===== config.mk =====
export PLATFORM = sky130hd
export DESIGN_NAME = pid_with_deadzone_and_error_filter
export DESIGN_NICKNAME = d
export VERILOG_FILES = /design/src/hdl/pidf_pkg.sv /design/src/hdl/pidf_cfg.sv /design/src/hdl/pidf_mac.sv /design/src/hdl/pid_with_deadzone_and_error_filter.sv
export VERILOG_INCLUDE_DIRS = /design/src /design/src/hdl
export SDC_FILE = /design/constraint.sdc
export NUM_CORES = 1
export LEC_CHECK = 0
export ABC_AREA = 1
export BUFFER_PORTS_ARGS = -buffer_cell sky130_fd_sc_hd__buf_2
export CAP_MARGIN = 20
export CORE_ASPECT_RATIO = 2
export CORE_MARGIN = 1.5
export CORE_UTILIZATION = 35
export CTS_CLUSTER_SIZE = 14
export DETAILED_ROUTE_END_ITERATION = 8
export SLEW_MARGIN = 5
export SYNTH_ARGS = -nofsm -noshare
export SYNTH_HDL_FRONTEND = slang
export SYNTH_HIERARCHICAL = 1
export SYNTH_SLANG_ARGS = --single-unit

===== constraint.sdc =====
create_clock -name i_clk -period 5.2 [get_ports i_clk]
set_input_delay 1.04 -clock i_clk [delete_from_list [all_inputs] [get_ports i_clk]]
set_output_delay 1.04 -clock i_clk [all_outputs]
set_load 0.02 [all_outputs]

===== src/hdl/pid_with_deadzone_and_error_filter_macros.svh =====
// Assertion macros shared by the PID controller RTL.
`ifndef PID_WITH_DEADZONE_AND_ERROR_FILTER_MACROS_SVH
`define PID_WITH_DEADZONE_AND_ERROR_FILTER_MACROS_SVH

// Same-cycle implication, disabled in reset.
`define PIDF_ASSERT_IMP(lbl, ante, cons) \
    lbl: assert property (@(posedge i_clk) disable iff (!i_rst_n) (ante) |-> (cons)) \
        else $error("pidf assertion failed");

// Next-cycle implication, disabled in reset.
`define PIDF_ASSERT_NXT(lbl, ante, cons) \
    lbl: assert property (@(posedge i_clk) disable iff (!i_rst_n) (ante) |=> (cons)) \
        else $error("pidf assertion failed");

`endif


===== src/hdl/pidf_pkg.sv =====
// Package with shared types and constants of the PID controller.
`timescale 1ns / 1ps
package pidf_pkg;

    localparam int GAIN_W      = 16;
    localparam int GAIN_FRAC   = 12;
    localparam int ALPHA_W     = 13;
    localparam int DZ_W        = 11;
    localparam int MAXI_W      = 16;
    localparam int MAXO_W      = 15;
    localparam int DRIVE_W     = 16;
    localparam int DIGIT_W     = 4;
    localparam int GAIN_DIGITS = GAIN_W / DIGIT_W;
    localparam int DIG_CNT_W   = $clog2(GAIN_DIGITS);
    localparam int CFG_IDX_W   = 3;
    localparam int CFG_DATA_W  = 16;

    localparam logic [ALPHA_W-1:0] ALPHA_ONE = ALPHA_W'(4096);

    localparam logic [CFG_IDX_W-1:0] REG_KP       = 3'd0;
    localparam logic [CFG_IDX_W-1:0] REG_KI       = 3'd1;
    localparam logic [CFG_IDX_W-1:0] REG_KD       = 3'd2;
    localparam logic [CFG_IDX_W-1:0] REG_ALPHA    = 3'd3;
    localparam logic [CFG_IDX_W-1:0] REG_DEADZONE = 3'd4;
    localparam logic [CFG_IDX_W-1:0] REG_MAX_INT  = 3'd5;
    localparam logic [CFG_IDX_W-1:0] REG_MAX_OUT  = 3'd6;

    localparam logic [GAIN_W-1:0]  RST_KP       = 16'd3277;
    localparam logic [GAIN_W-1:0]  RST_KI       = 16'd0;
    localparam logic [GAIN_W-1:0]  RST_KD       = 16'd410;
    localparam logic [ALPHA_W-1:0] RST_ALPHA    = 13'd2458;
    localparam logic [DZ_W-1:0]    RST_DEADZONE = 11'd40;
    localparam logic [MAXI_W-1:0]  RST_MAX_INT  = 16'd1000;
    localparam logic [MAXO_W-1:0]  RST_MAX_OUT  = 15'd4000;

    typedef struct packed {
        logic [GAIN_W-1:0]  kp;
        logic [GAIN_W-1:0]  ki;
        logic [GAIN_W-1:0]  kd;
        logic [ALPHA_W-1:0] lp_weight;
        logic [DZ_W-1:0]    deadzone;
        logic [MAXI_W-1:0]  integ_limit;
        logic [MAXO_W-1:0]  max_out;
    } t_cfg;

    typedef struct packed {
        logic load;
        logic clr;
        logic step;
    } t_mac_ctl;

endpackage


===== src/hdl/pidf_cfg.sv =====
// Configuration register bank of the PID controller.
`timescale 1ns / 1ps
module pidf_cfg (
    input  logic                              i_clk,
    input  logic                              i_rst_n,
    input  logic                              i_cfg_valid,
    output logic                              o_cfg_ready,
    input  logic [pidf_pkg::CFG_IDX_W-1:0]    i_cfg_index,
    input  logic [pidf_pkg::CFG_DATA_W-1:0]   i_cfg_data,
    output pidf_pkg::t_cfg                    o_cfg
);
    import pidf_pkg::*;

    t_cfg r_cfg;

    assign o_cfg_ready = 1'b1;
    assign o_cfg       = r_cfg;

    always_ff @(posedge i_clk) begin
        if (!i_rst_n) begin
            r_cfg.kp          <= RST_KP;
            r_cfg.ki          <= RST_KI;
            r_cfg.kd          <= RST_KD;
            r_cfg.lp_weight   <= RST_ALPHA;
            r_cfg.deadzone    <= RST_DEADZONE;
            r_cfg.integ_limit <= RST_MAX_INT;
            r_cfg.max_out     <= RST_MAX_OUT;
        end else if (i_cfg_valid) begin
            case (i_cfg_index)
                REG_KP:       r_cfg.kp          <= i_cfg_data[GAIN_W-1:0];
                REG_KI:       r_cfg.ki          <= i_cfg_data[GAIN_W-1:0];
                REG_KD:       r_cfg.kd          <= i_cfg_data[GAIN_W-1:0];
                REG_ALPHA:    r_cfg.lp_weight   <= i_cfg_data[ALPHA_W-1:0];
                REG_DEADZONE: r_cfg.deadzone    <= i_cfg_data[DZ_W-1:0];
                REG_MAX_INT:  r_cfg.integ_limit <= i_cfg_data[MAXI_W-1:0];
                REG_MAX_OUT:  r_cfg.max_out     <= i_cfg_data[MAXO_W-1:0];
                default: begin
                end
            endcase
        end
    end

endmodule


===== src/hdl/pidf_mac.sv =====
// Digit-serial multiply-accumulate unit, one gain digit per cycle while loaded or stepped.
`timescale 1ns / 1ps
module pidf_mac #(
    parameter int ACC_W = 47
) (
    input  logic                            i_clk,
    input  pidf_pkg::t_mac_ctl              i_ctl,
    input  logic signed [ACC_W-1:0]         i_op,
    input  logic [pidf_pkg::GAIN_W-1:0]     i_gain,
    output logic signed [ACC_W-1:0]         o_acc
);
    import pidf_pkg::*;

    logic signed [ACC_W-1:0]         r_op;
    logic [GAIN_W-1:0]               r_gain;
    logic [ACC_W-1:0]                r_acc;
    logic signed [ACC_W-1:0]         w_op;
    logic [GAIN_W-1:0]               w_gain;
    logic [ACC_W-1:0]                w_base;
    logic signed [ACC_W+DIGIT_W:0]   w_prod;
    logic [ACC_W-1:0]                n_acc;

    always_comb begin
        w_op   = i_ctl.load ? i_op : r_op;
        w_gain = i_ctl.load ? i_gain : r_gain;
        w_base = (i_ctl.load && i_ctl.clr) ? '0 : r_acc;
        w_prod = w_op * $signed({1'b0, w_gain[DIGIT_W-1:0]});
        n_acc  = w_base + w_prod[ACC_W-1:0];
    end

    // Shift multiplicand up and gain down by one digit per beat of work.
    always_ff @(posedge i_clk) begin
        if (i_ctl.load || i_ctl.step) begin
            r_acc  <= n_acc;
            r_op   <= w_op <<< DIGIT_W;
            r_gain <= w_gain >> DIGIT_W;
        end
    end

    assign o_acc = $signed(r_acc);

endmodule


===== src/hdl/pid_with_deadzone_and_error_filter.sv =====
// Top level of the PID controller with error deadband and low-pass filter.
// Each compute beat sends five products through one shared digit-serial
// multiply-accumulate unit, then passes the update states and the limit state; the
// limit state waits until the output register is free. Input is taken only while
// idle; a finished result waits in the output register. Reset (synchronous, active
// low) zeroes filter, integral and last error state and loads the default gains and
// limits.
`timescale 1ns / 1ps
`include "pid_with_deadzone_and_error_filter_macros.svh"
module pid_with_deadzone_and_error_filter #(
    parameter int FRAC_BITS   = 12,
    parameter int ERROR_WIDTH = 12
) (
    input  logic                                  i_clk,
    input  logic                                  i_rst_n,
    // slave stream
    input  logic                                  i_s_axis_tvalid,
    output logic                                  o_s_axis_tready,
    input  logic [((ERROR_WIDTH+7)/8)*8-1:0]      i_s_axis_tdata,  // error_sample
    input  logic                                  i_s_axis_tuser,  // cmd
    // master stream
    output logic                                  o_m_axis_tvalid,
    input  logic                                  i_m_axis_tready,
    output logic [pidf_pkg::DRIVE_W-1:0]          o_m_axis_tdata,  // drive
    output logic                                  o_m_axis_tuser,  // saturated
    // configuration write channel
    input  logic                                  i_cfg_valid,
    output logic                                  o_cfg_ready,
    input  logic [pidf_pkg::CFG_IDX_W-1:0]        i_cfg_index,
    input  logic [pidf_pkg::CFG_DATA_W-1:0]       i_cfg_data
);
    import pidf_pkg::*;

    localparam int FW    = ERROR_WIDTH + FRAC_BITS;
    localparam int IW    = FRAC_BITS + MAXI_W + 1;
    localparam int ISW   = IW + 1;
    localparam int DW    = FW + 1;
    localparam int ACC_W = FRAC_BITS + ((ERROR_WIDTH > 16) ? ERROR_WIDTH : 16) + 19;
    localparam int EXT_W = ((ERROR_WIDTH > DZ_W) ? ERROR_WIDTH : DZ_W) + 1;
    localparam int OSH   = GAIN_FRAC + FRAC_BITS;

    localparam logic [DIG_CNT_W-1:0] DIG_LAST = DIG_CNT_W'(GAIN_DIGITS - 1);

    localparam logic [3:0] ST_IDLE = 4'd0;
    localparam logic [3:0] ST_FA   = 4'd1;
    localparam logic [3:0] ST_FB   = 4'd2;
    localparam logic [3:0] ST_UPD1 = 4'd3;
    localparam logic [3:0] ST_UPD2 = 4'd4;
    localparam logic [3:0] ST_MP   = 4'd5;
    localparam logic [3:0] ST_MI   = 4'd6;
    localparam logic [3:0] ST_MD   = 4'd7;
    localparam logic [3:0] ST_SAT  = 4'd8;
    localparam logic [3:0] ST_CLR  = 4'd9;

    t_cfg                          w_cfg;
    t_mac_ctl                      w_mac_ctl;
    logic [3:0]                    r_state;
    logic [DIG_CNT_W-1:0]          r_dig;
    logic signed [ERROR_WIDTH-1:0] r_err;
    logic signed [FW-1:0]          r_filt;
    logic signed [FW-1:0]          r_prev;
    logic signed [IW-1:0]          r_integ;
    logic signed [ISW-1:0]         r_isum;
    logic signed [DW-1:0]          r_diff;
    logic                          r_m_tvalid;
    logic [DRIVE_W-1:0]            r_m_tdata;
    logic                          r_m_tuser;

    logic                          w_in_acc;
    logic                          w_in_mac;
    logic                          w_out_free;
    logic signed [ERROR_WIDTH-1:0] w_e_in;
    logic signed [EXT_W-1:0]       w_e_x;
    logic signed [EXT_W-1:0]       w_dz_x;
    logic                          w_in_dz;
    logic [ALPHA_W-1:0]            w_alpha;
    logic [ALPHA_W-1:0]            w_alpha_c;
    logic signed [ACC_W-1:0]       w_op;
    logic [GAIN_W-1:0]             w_gain;
    logic signed [ACC_W-1:0]       w_acc;
    logic signed [FW-1:0]          w_f;
    logic signed [ISW-1:0]         w_ilim;
    logic signed [ACC_W-1:0]       w_olim;
    logic signed [DRIVE_W-1:0]     w_maxo;
    logic signed [DRIVE_W-1:0]     w_drive;
    logic                          w_sat;
    logic [3:0]                    n_state;

    pidf_cfg u_cfg (
        .i_clk       (i_clk),
        .i_rst_n     (i_rst_n),
        .i_cfg_valid (i_cfg_valid),
        .o_cfg_ready (o_cfg_ready),
        .i_cfg_index (i_cfg_index),
        .i_cfg_data  (i_cfg_data),
        .o_cfg       (w_cfg)
    );

    pidf_mac #(
        .ACC_W (ACC_W)
    ) u_mac (
        .i_clk  (i_clk),
        .i_ctl  (w_mac_ctl),
        .i_op   (w_op),
        .i_gain (w_gain),
        .o_acc  (w_acc)
    );

    assign o_s_axis_tready = (r_state == ST_IDLE);
    assign o_m_axis_tvalid = r_m_tvalid;
    assign o_m_axis_tdata  = r_m_tdata;
    assign o_m_axis_tuser  = r_m_tuser;

    always_comb begin
        w_in_acc   = i_s_axis_tvalid && (r_state == ST_IDLE);
        w_in_mac   = (r_state == ST_FA) || (r_state == ST_FB) || (r_state == ST_MP)
                     || (r_state == ST_MI) || (r_state == ST_MD);
        w_out_free = !r_m_tvalid || i_m_axis_tready;

        w_e_in  = $signed(i_s_axis_tdata[ERROR_WIDTH-1:0]);
        w_e_x   = EXT_W'(w_e_in);
        w_dz_x  = $signed({{(EXT_W-DZ_W){1'b0}}, w_cfg.deadzone});
        w_in_dz = (w_e_x > -w_dz_x) && (w_e_x < w_dz_x);

        w_alpha   = (w_cfg.lp_weight > ALPHA_ONE) ? ALPHA_ONE : w_cfg.lp_weight;
        w_alpha_c = ALPHA_ONE - w_alpha;

        w_mac_ctl.load = w_in_mac && (r_dig == '0);
        w_mac_ctl.step = w_in_mac && (r_dig != '0);
        w_mac_ctl.clr  = (r_state == ST_FA) || (r_state == ST_MP);

        case (r_state)
            ST_FA: begin
                w_op   = ACC_W'(r_err) <<< FRAC_BITS;
                w_gain = GAIN_W'(w_alpha);
            end
            ST_FB: begin
                w_op   = ACC_W'(r_filt);
                w_gain = GAIN_W'(w_alpha_c);
            end
            ST_MP: begin
                w_op   = ACC_W'(r_filt);
                w_gain = w_cfg.kp;
            end
            ST_MI: begin
                w_op   = ACC_W'(r_integ);
                w_gain = w_cfg.ki;
            end
            ST_MD: begin
                w_op   = ACC_W'(r_diff);
                w_gain = w_cfg.kd;
            end
            default: begin
                w_op   = '0;
                w_gain = '0;
            end
        endcase

        w_f    = FW'(w_acc >>> GAIN_FRAC);
        w_ilim = $signed(ISW'({w_cfg.integ_limit, {FRAC_BITS{1'b0}}}));
        w_olim = $signed(ACC_W'({w_cfg.max_out, {OSH{1'b0}}}));
        w_maxo = $signed({1'b0, w_cfg.max_out});

        if (w_acc > w_olim) begin
            w_drive = w_maxo;
            w_sat   = 1'b1;
        end else if (w_acc < -w_olim) begin
            w_drive = -w_maxo;
            w_sat   = 1'b1;
        end else begin
            w_drive = DRIVE_W'(w_acc >>> OSH);
            w_sat   = 1'b0;
        end
    end

    always_comb begin
        n_state = r_state;
        case (r_state)
            ST_IDLE: begin
                if (w_in_acc) begin
                    n_state = i_s_axis_tuser ? ST_CLR : ST_FA;
                end
            end
            ST_FA:   if (r_dig == DIG_LAST) n_state = ST_FB;
            ST_FB:   if (r_dig == DIG_LAST) n_state = ST_UPD1;
            ST_UPD1: n_state = ST_UPD2;
            ST_UPD2: n_state = ST_MP;
            ST_MP:   if (r_dig == DIG_LAST) n_state = ST_MI;
            ST_MI:   if (r_dig == DIG_LAST) n_state = ST_MD;
            ST_MD:   if (r_dig == DIG_LAST) n_state = ST_SAT;
            ST_SAT:  if (w_out_free) n_state = ST_IDLE;
            ST_CLR:  if (w_out_free) n_state = ST_IDLE;
            default: n_state = ST_IDLE;
        endcase
    end

    always_ff @(posedge i_clk) begin
        if (!i_rst_n) begin
            r_state <= ST_IDLE;
            r_dig   <= '0;
        end else begin
            r_state <= n_state;
            if (w_in_mac) begin
                r_dig <= (r_dig == DIG_LAST) ? '0 : r_dig + 1'b1;
            end
        end
    end

    always_ff @(posedge i_clk) begin
        if (!i_rst_n) begin
            r_filt  <= '0;
            r_prev  <= '0;
            r_integ <= '0;
        end else if (w_in_acc && i_s_axis_tuser) begin
            r_filt  <= '0;
            r_prev  <= '0;
            r_integ <= '0;
        end else if (r_state == ST_UPD1) begin
            r_filt <= w_f;
            r_prev <= w_f;
        end else if (r_state == ST_UPD2) begin
            if (r_isum > w_ilim) begin
                r_integ <= IW'(w_ilim);
            end else if (r_isum < -w_ilim) begin
                r_integ <= IW'(-w_ilim);
            end else begin
                r_integ <= IW'(r_isum);
            end
        end
    end

    always_ff @(posedge i_clk) begin
        if (w_in_acc) begin
            r_err <= w_in_dz ? '0 : w_e_in;
        end
        if (r_state == ST_UPD1) begin
            r_isum <= ISW'(r_integ) + ISW'(w_f);
            r_diff <= DW'(w_f) - DW'(r_prev);
        end
    end

    always_ff @(posedge i_clk) begin
        if (!i_rst_n) begin
            r_m_tvalid <= 1'b0;
        end else if ((r_state == ST_SAT || r_state == ST_CLR) && w_out_free) begin
            r_m_tvalid <= 1'b1;
        end else if (i_m_axis_tready) begin
            r_m_tvalid <= 1'b0;
        end
    end

    always_ff @(posedge i_clk) begin
        if (r_state == ST_SAT && w_out_free) begin
            r_m_tdata <= w_drive;
            r_m_tuser <= w_sat;
        end else if (r_state == ST_CLR && w_out_free) begin
            r_m_tdata <= '0;
            r_m_tuser <= 1'b0;
        end
    end

    `PIDF_ASSERT_NXT(a_accept_busy, w_in_acc, r_state != ST_IDLE)
    `PIDF_ASSERT_IMP(a_dig_in_mac, r_dig != '0, w_in_mac)
    `PIDF_ASSERT_NXT(a_md_to_sat, r_state == ST_MD && r_dig == DIG_LAST, r_state == ST_SAT)
    `PIDF_ASSERT_IMP(a_out_src, $rose(r_m_tvalid), $past(r_state == ST_SAT || r_state == ST_CLR))

endmodule

Yosys cells after proc, flatten, opt, wreduce, memory -nomap -nowiden
Index checks and enable logic that the tools add are counted.

Magnitude comparators: 7. Add/subtract/negate cells: 9. Equal/unequal tests: 23. Reductions and logical operators: 36. Bitwise gates (word level): 2. Multiplexer cells: 28. $mul: 1.

Operators by type and width (count): $pmux 47 s4 (1); $mux 47 (2); $pmux 16 s5 (1); $mux 16 (4); $mux 29 (2); $add 47x47->47 (1); $gt 47x40->1 (1); $lt 47x47->1 (1); $mul 47x5->47 (1); $neg 39->47 (1); $pmux 4 s9 (1); $mux 4 (8); $add 29x24->30 (1); $gt 30x29->1 (1); $lt 30x30->1 (1); $neg 28->30 (1); $sub 24x24->25 (1); $eq 4x3->1 const B (4); $neg 15->16 (1); $reduce_and 2->1 (8); $ne 2x1->1 const B (7); $gt 12x13->1 (1); $gt 13x13->1 const B (1); $mux 13 (1); 24 further kinds (54).

Register bits: 349. Bits of input ports: 41. Logic and storage cells: 127. Output and inout bits: 20.

Logic depth before layout (Yosys ltp)
Gate-level depths: netlist of the first run.

Depth after elaboration: 9. Gate-level depth with buffers: 37.

Hierarchy
The synthesis of the first run kept the hierarchy.

By module, submodules not included: pidf_mac (times used 1, area each 12872.3 um^2, cells an instance 1785); pid_with_deadzone_and_error_filter (times used 1, area each 12768.5 um^2, cells an instance 1777); pidf_cfg (times used 1, area each 4016.4 um^2, cells an instance 561).

Worst setup path after synthesis of the first run
No wires, ideal clock.

Kind: register to register. From: reg u_cfg.r_cfg (netlist bit u_cfg/o_cfg[44]). To: reg u_mac.r_acc[34], in the netlist u_mac/o_acc[34], data pin. Required time: 4.948 ns. Arrival: 5.481 ns. Slack: -0.533 ns. Setup time: 0.252 ns. Cell stages (with the launch flop): 32. Cells stage by stage: dfxtp_1 > or2_2 > nor4_1 > nand2_1 > nand2_1 > buf_2 > nand2_1 > ha_1 > a22o_1 > a221oi_1 > o21ai_0 > inv_1 > nand2_1 > nand2_2 > clkbuf_1 > nor2_1 > fa_1 > fa_1 > inv_1 > fa_1 > inv_1 > ha_1 > nand2_1 > inv_1 > a21oi_1 > inv_1 > a21oi_1 > nor2_1 > nor2_1 > nand2_1 > nand2_1 > nand2_1.

Word-level cells in the longest chain between the ends: 7.

RTL lines: from (decl) (line pidf_cfg.sv:14) `t_cfg r_cfg;`; $gt 13x13->1 * (line pid_with_deadzone_and_error_filter.sv:125) `w_alpha = (w_cfg.lp_weight > ALPHA_ONE) ? ALPHA_ONE : w_cfg.lp_weight;`; $mux 13 * (line pid_with_deadzone_and_error_filter.sv:125); $sub 13x13->13 (line pid_with_deadzone_and_error_filter.sv:126) `w_alpha_c = ALPHA_ONE - w_alpha;`; $pmux 16 s5 * (line pid_with_deadzone_and_error_filter.sv:132) `case (r_state)`; named net w_gain[1] (line pid_with_deadzone_and_error_filter.sv:79) `logic [GAIN_W-1:0] w_gain;`; $mux 12 * (line pidf_mac.sv:25) `w_gain = i_ctl.load ? i_gain : r_gain;`; $mul 47x5->47 * (line pidf_mac.sv:27) `w_prod = w_op * $signed({1'b0, w_gain[DIGIT_W-1:0]});`; $add 47x47->47 * (line pidf_mac.sv:28) `n_acc = w_base + w_prod[ACC_W-1:0];`; named net u_mac.n_acc[34] (line pidf_mac.sv:21) `logic [ACC_W-1:0] n_acc;`; to (signal assigned) (line pidf_mac.sv:34) `r_acc <= n_acc;`; to (decl) (line pidf_mac.sv:16) `logic [ACC_W-1:0] r_acc;`.

Mark *: on every way through the listed nets, which the timed path passes. The rest lies on a longest branch. A chain may end at the register's enable or synchronous reset.

Worst setup path in the final report of the first run
From: reg u_cfg.r_cfg (netlist bit u_cfg/o_cfg[44]). To: reg u_mac.r_acc[37], in the netlist u_mac/o_acc[37], data pin.

The elaborated chain is that of the path after synthesis.

==> flow_summary.json, run 1 <==
{
  "tightest_slew_ns": 1.07,
  "start_util": 0.354,
  "yosysUniqueCellTypes": 55,
  "synth_area_um2": 29700,
  "grtUsageTotal": 0.258,
  "endpoint_kind": "flip-flop",
  "cts_buffer_depth": 3,
  "ctsHoldBuffers": 0,
  "yosysWarnings": 6,
  "cts_made_buffers": 38,
  "final_nets": 4917,
  "gp_congestion": 1.00,
  "setup_violations": 39,
  "numPortBuffers": 55,
  "cts_sinks": 349,
  "ys_async_sr_fraction": 0,
  "cts-root-buf": "clkbuf_16",
  "wire_per_inst_um": 20.2,
  "critPathMaxFanout": 8,
  "critPathTopFamily": "adder cells",
  "dieArea_um2": 86600,
  "final_common_cell": "nand2_1",
  "grt_pass1_wl_um": 167000,
  "first_iter_violations": 1333,
  "drtPass1Iterations": 7,
  "required_ns": 5.52,
  "min_path_type": "flip-flop to flip-flop",
  "die_h_um": 415,
  "htreeDepth": 2,
  "drv_cap": 0,
  "fillerInstances": 8277,
  "path_clk_slew_ns": 0.07,
  "crit_type": "flip-flop to flip-flop",
  "grt_start_max_net_pins": 56,
  "grt_remaining_overflow": 0,
  "finalSetupTns_ns": -11.07,
  "start_kind": "flip-flop",
  "fin_crit_ns": 5.65,
  "antenna_found_initial": 0,
  "syn_area_per_cell_um2": 7.19,
  "grt_pass1_vias": 29000,
  "coreArea_um2": 83700,
  "crit_path_max_incr_delay_ns": 0.52,
  "path_buf_inv": 7,
  "synth_fp_nets": 4541,
  "io_pins": 61,
  "r2r_slack_ns": -0.45,
  "max_slew_margin": 0.286,
  "skew_ns": 0.0208,
  "syn2layout_area_growth_pct": 26.9,
  "viasPerCell": 5.05,
  "synth_edf_count": 186,
  "dp_hpwl_um": 89400,
  "diodes": 0,
  "hold_violations": 0,
  "ant_nets": 0,
  "clkLatencyLatePin_ns": 0.57,
  "die_w_um": 209,
  "outcome": "complete, but fails checks",
  "cts_tree": "yes",
  "violations": "negative setup slack",
  "final_cell_mix": "882 x nand2_1, 645 x inv_1, 465 x nor2_1, 322 x buf_4, 244 x nand3_1",
  "vias": 28200,
  "maxSlewViolCount": 0,
  "fmax_mhz": 177,
  "min_period_over_period": 1.09,
  "drc": 0,
  "synth-seq-area-share": 0.298,
  "drive_above_1_share": 0.226,
  "fin_ws_ns": -0.455,
  "finalWirelength_um": 113000,
  "synth-seq-cells": 349,
  "rsz0062_at_grt": "yes",
  "crit_path_frequent_cell": "nand2_4",
  "worst_path_max_delay_cell": "fa_1",
  "worst_ep_arrival_time_ns": 5.98,
  "syn-instance-count": 4123,
  "synth-main-ff-cell": "edfxtp_1",
  "fp-row-count": 150
}
## flip-flops by register name, summed over array words and instances, names as in the netlist
register and flops:
r_isum 30, o_m_axis_tdata 16, r_integ 29, u_mac/r_op 43, r_dig 2, u_cfg/o_cfg 103
o_m_axis_tuser 1, r_diff 25, o_m_axis_tvalid 1, r_err 12, u_mac/o_acc 47, u_mac/r_gain 12
r_prev 24, r_state 4
## cell type report
cell class	count	area (µm²)	area share
repair buffers	442	3730	0.0992
multi-input cells	2929	19700	0.524
clock buffers	55	1100	0.0292
well taps	1064	1330	0.0354
flip-flops and latches	349	8850	0.235
inverters	739	2810	0.0745
clock inverters	13	82.6	0.00219
## kinds of logic after synthesis
kind of cell	count (synthesis)	synth area share
other	1	0.000126
flip-flops	349	0.298
XOR/XNOR	103	0.0304
AO/OA/AOI/OAI	446	0.0869
AND/OR/NAND/NOR	2002	0.281
buffers and inverters	845	0.111
adder cells (fa/ha/maj)	377	0.193
## final timing paths
check                        from              end  cells past startpoint
hold / removal          r_prev[5]        r_prev[5]                      2
hold reg to reg         r_prev[5]        r_prev[5]                      2
setup reg to reg  u_cfg/o_cfg[44]  u_mac/o_acc[37]                     29
setup / recovery  u_cfg/o_cfg[44]  u_mac/o_acc[37]                     29
## cell usage after synthesis (13+ instances only)
| library cell | count | share of area |
|---|---|---|
| nand2_1 | 1027 | 0.13 |
| o2111ai_1 | 13 | 0.0038 |
| nor2_1 | 539 | 0.068 |
| o21ai_2 | 14 | 0.0041 |
| dfxtp_1 | 163 | 0.11 |
| inv_1 | 723 | 0.092 |
| xor2_1 | 74 | 0.022 |
| nand3_1 | 264 | 0.045 |
| nor4_1 | 18 | 0.0038 |
| nand4_1 | 35 | 0.0074 |
| edfxtp_1 | 186 | 0.19 |
| inv_2 | 13 | 0.0016 |
| clkbuf_1 | 56 | 0.0071 |
| xnor2_1 | 29 | 0.0086 |
| or2_2 | 46 | 0.0097 |
| nor3_1 | 33 | 0.0056 |
| buf_4 | 13 | 0.0033 |
| buf_2 | 27 | 0.0046 |
| fa_1 | 133 | 0.090 |
| ha_1 | 244 | 0.10 |
| a21oi_1 | 205 | 0.035 |
| o211ai_1 | 22 | 0.0056 |
| o21ai_0 | 117 | 0.020 |
## through the flow
stage / cell area (µm²) / cells / hold WS [ns] / util / setup slack [ns]
2_1_floorplan: 30300 / 4123 / 0.429 / - / 0.0185
3_3_place_gp: 34000 / 5465 / 0.440 / 0.407 / -0.810
3_5_place_dp: 34000 / 5465 / 0.448 / 0.407 / -0.860
4_1_cts: 36700 / 5564 / 0.462 / 0.438 / -0.419
5_1_grt: 37600 / 5591 / 0.474 / 0.450 / -0.654
6_report: 37600 / 5591 / 0.459 / 0.450 / -0.455
## layer usage
metal,wire length [µm],global-route usage
met1,34000,0.213
met2,60500,0.496
met3,3450,0.0285
met4,14800,0.285
met5,0,0
## worst reg2reg max path: cells and delay by family, from the launching register on
kind / cells / cell delay [ns]
compound gates: 3 / 0.58
flops: 1 / 0.32
simple gates: 14 / 1.80
buf+inv: 7 / 0.66
fa+ha+maj: 5 / 2.06
## repair_timing
| action | CTS | global route |
|---|---|---|
| cloned | 6 | 0 |
| gates resized for setup | 307 | 220 |
| endpoints found under the setup margin | 42 | 41 |
| buffers inserted | 29 | 31 |
| pin swaps | 105 | 133 |
Power of run 1 is not shown: default switching activity piles up to over one toggle a cycle in this logic, so the estimate is an artifact.
==> run 2: changes to the inputs <==
--- a/config.mk
+++ b/config.mk
@@ -6,14 +6,13 @@
 export SDC_FILE = /design/constraint.sdc
 export NUM_CORES = 1
 export LEC_CHECK = 0
-export ABC_AREA = 1
-export BUFFER_PORTS_ARGS = -buffer_cell sky130_fd_sc_hd__buf_2
 export CAP_MARGIN = 20
 export CORE_ASPECT_RATIO = 2
 export CORE_MARGIN = 1.5
 export CORE_UTILIZATION = 35
 export CTS_CLUSTER_SIZE = 14
 export DETAILED_ROUTE_END_ITERATION = 8
+export DONT_BUFFER_PORTS = 1
 export SLEW_MARGIN = 5
 export SYNTH_ARGS = -nofsm -noshare
 export SYNTH_HDL_FRONTEND = slang
==> run 2 against run 1 <==
The run still ends with negative setup slack left. Core utilization decreased by 0.23 points. Non-clock buffer count up 44. Area after synthesis decreased by 5.3%. Final area is 5.8% lower. Final cell count is 18% lower. Sequential cell count unchanged. Die area is 5.3% lower. First-iteration DRC count down 11%. Global-route usage is 3.4 points lower.
==> flow_summary.json, run 2 <==
{
  "ff2ff_path_depth": 26,
  "skew_ns": 0.0286,
  "worstHoldPathCells": 2,
  "synth_area_um2": 28100,
  "synth_fp_nets": 3515,
  "fmax_mhz": 163,
  "drc": 0,
  "fillerInstances": 7605,
  "ctsHoldBuffers": 0,
  "syn_area_per_cell_um2": 9.07,
  "final_common_cell": "buf_4",
  "synthTopCellsByCount": "385 x inv_1, 295 x nand2_1, 266 x nor2_1, 244 x ha_1, 186 x edfxtp_1",
  "min_period_over_period": 1.18,
  "yosysMostFrequentCell": "inv_1",
  "required_ns": 5.51,
  "critPathMaxFanout": 4,
  "fin_ws_ns": -0.938,
  "ys_async_sr_fraction": 0,
  "max_slew_margin": 0.250,
  "grtUsageTotal": 0.224,
  "critPathTopFamily": "simple AND/OR/NAND/NOR gates",
  "rr_startpoint": "u_cfg/o_cfg[44]",
  "wire_per_inst_um": 20.1,
  "io_pins": 61,
  "crit_type": "flip-flop to flip-flop",
  "tightest_slew_ns": 1.12,
  "syn-instance-count": 3097,
  "cts_made_buffers": 36,
  "crit_path_frequent_cell": "fa_1",
  "gp_congestion": 0.946,
  "min_from": "u_cfg/o_cfg[85]",
  "crit_path_max_incr_delay_ns": 0.57,
  "whs_ns": 0.461,
  "grt_remaining_overflow": 0,
  "clkLatencyLatePin_ns": 0.57,
  "setup_violations": 37,
  "violations": "negative setup slack",
  "worst_path_max_delay_cell": "or4_4",
  "hold_violations": 0,
  "synth-seq-cells": 349,
  "worst_ep_arrival_time_ns": 6.45,
  "ant_nets": 0,
  "cts_sinks": 349,
  "final_cell_mix": "435 x buf_4, 368 x inv_1, 284 x nand2_1, 241 x nor2_1, 213 x ha_1",
  "min_path_type": "flip-flop to flip-flop",
  "endpoint_kind": "flip-flop",
  "vias": 24200,
  "maxSlewViolCount": 0,
  "dieArea_um2": 82000,
  "finalSetupTns_ns": -20.99,
  "finalInstanceArea_um2": 35500,
  "synth-main-ff-cell": "edfxtp_1",
  "placed_cell_area_um2": 32500,
  "yosysUniqueCellTypes": 91,
  "first_iter_violations": 1190,
  "cts_tree": "yes",
  "synth_area_leaders": "edfxtp_1 20%, dfxtp_1 12%, ha_1 11%, fa_1 9.5%, mux2i_1 6.2%",
  "numPortBuffers": 0,
  "start_kind": "flip-flop",
  "r2r_slack_ns": -0.94,
  "grt_pass1_wl_um": 141000,
  "synth_largest_area_cell": "edfxtp_1",
  "yosysWarnings": 6,
  "outcome": "complete, but fails checks",
  "fp-row-count": 146,
  "drv_cap": 0,
  "rsz0062_at_grt": "yes",
  "coreArea_um2": 79300,
  "drtPass1Iterations": 7,
  "antenna_found_initial": 0,
  "hold_end": "u_cfg/o_cfg[85]",
  "synth_edf_count": 186,
  "synth-seq-area-share": 0.315,
  "finalWirelength_um": 91800,
  "path_clk_slew_ns": 0.07,
  "synth_top_area_frac": 0.199,
  "worst_r2r_endpoint": "u_mac/o_acc[31]",
  "drive_above_1_share": 0.224,
  "grt_pass1_vias": 25600,
  "path_depth": 26,
  "cts_buffer_depth": 3,
  "cts-root-buf": "clkbuf_16",
  "dp_hpwl_um": 72600,
  "final_util": 0.447,
  "path_buf_inv": 5,
  "final_nets": 3912,
  "fin_crit_ns": 6.14,
  "syn2layout_area_growth_pct": 26.3,
  "die_h_um": 404,
  "grt_start_max_net_pins": 133,
  "start_util": 0.354,
  "die_w_um": 203,
  "htreeDepth": 2,
  "largest_reg_flops": 103,
  "viasPerCell": 5.30
}
[run 2: cells by family after synthesis]
kind of cell | synth area share
DFF | 0.315
adders and majority gates | 0.204
buffers and inverters | 0.0705
muxes | 0.0672
other | 0.000134
and+or+nand+nor | 0.164
xor gates and xnor gates | 0.0386
AOI/OAI and AO/OA | 0.141
[run 2: cell type report]
class                   instances  area (µm²)  share of cell area
multi-input cells            2234       18600               0.525
flip-flops and latches        349        8850               0.250
repair buffers                486        4060               0.114
inverters                     387        1450              0.0410
well taps                    1036        1300              0.0366
clock buffers                  52        1050              0.0297
clock inverters                14         114             0.00321
diodes                          1        2.50           0.0000706
[run 2: worst register-to-register path, cell delays in order (launching register included)]
cell	delay [ns]
dfxtp_2	0.32
or3_4	0.40
nor3_4	0.20
nand2_2	0.09
buf_6	0.12
o21ai_4	0.17
buf_6	0.12
and2_4	0.15
nand2_4	0.05
nand3_4	0.11
mux2i_4	0.11
buf_4	0.16
nor2_4	0.08
fa_1	0.41
fa_1	0.52
inv_2	0.05
fa_1	0.53
inv_1	0.06
ha_4	0.28
o211a_1	0.15
a2111o_1	0.19
a41oi_2	0.16
nand2b_4	0.20
o2111a_2	0.29
or4_4	0.57
o31a_1	0.27
xnor2_1	0.12
[run 2: worst max path at each step]
stage / from / to / slack [ns]
after floorplan: u_cfg/o_cfg[43] / u_mac/o_acc[31] / -0.57
after global placement: r_state[3] / u_mac/o_acc[46] / -1.26
after detailed placement: r_state[3] / u_mac/o_acc[46] / -1.23
after CTS: u_cfg/o_cfg[43] / u_mac/o_acc[43] / -0.80
after global routing: u_cfg/o_cfg[44] / u_mac/o_acc[31] / -1.15
final: u_cfg/o_cfg[44] / u_mac/o_acc[31] / -0.94
[run 2: stage by stage]
| stage | setup WS (ns) | std cells |
|---|---|---|
| after global placement | -1.26 | 4418 |
| after floorplan | -0.571 | 3097 |
| after global routing | -1.15 | 4558 |
| final | -0.938 | 4559 |
| after CTS | -0.801 | 4550 |
| after detailed placement | -1.23 | 4419 |
[run 2: layer usage]
layer | GRT usage | up-vias | routed length (µm) | part of all wire
met5 | 0 | - | 0 | 0
met4 | 0.212 | 0 | 10100 | 0.11
met3 | 0.0219 | 319 | 2740 | 0.030
met2 | 0.437 | 582 | 50000 | 0.54
met1 | 0.194 | 11700 | 28900 | 0.31
li1 | - | 11500 | - | -
[run 2: what timing repair did]
action,in CTS,in global routing
cloned,3,0
pin swaps,48,43
setup buffers,62,17
resized for setup,130,109
endpoints found under the setup margin,35,42
Power of run 2 is left out for the same reason.
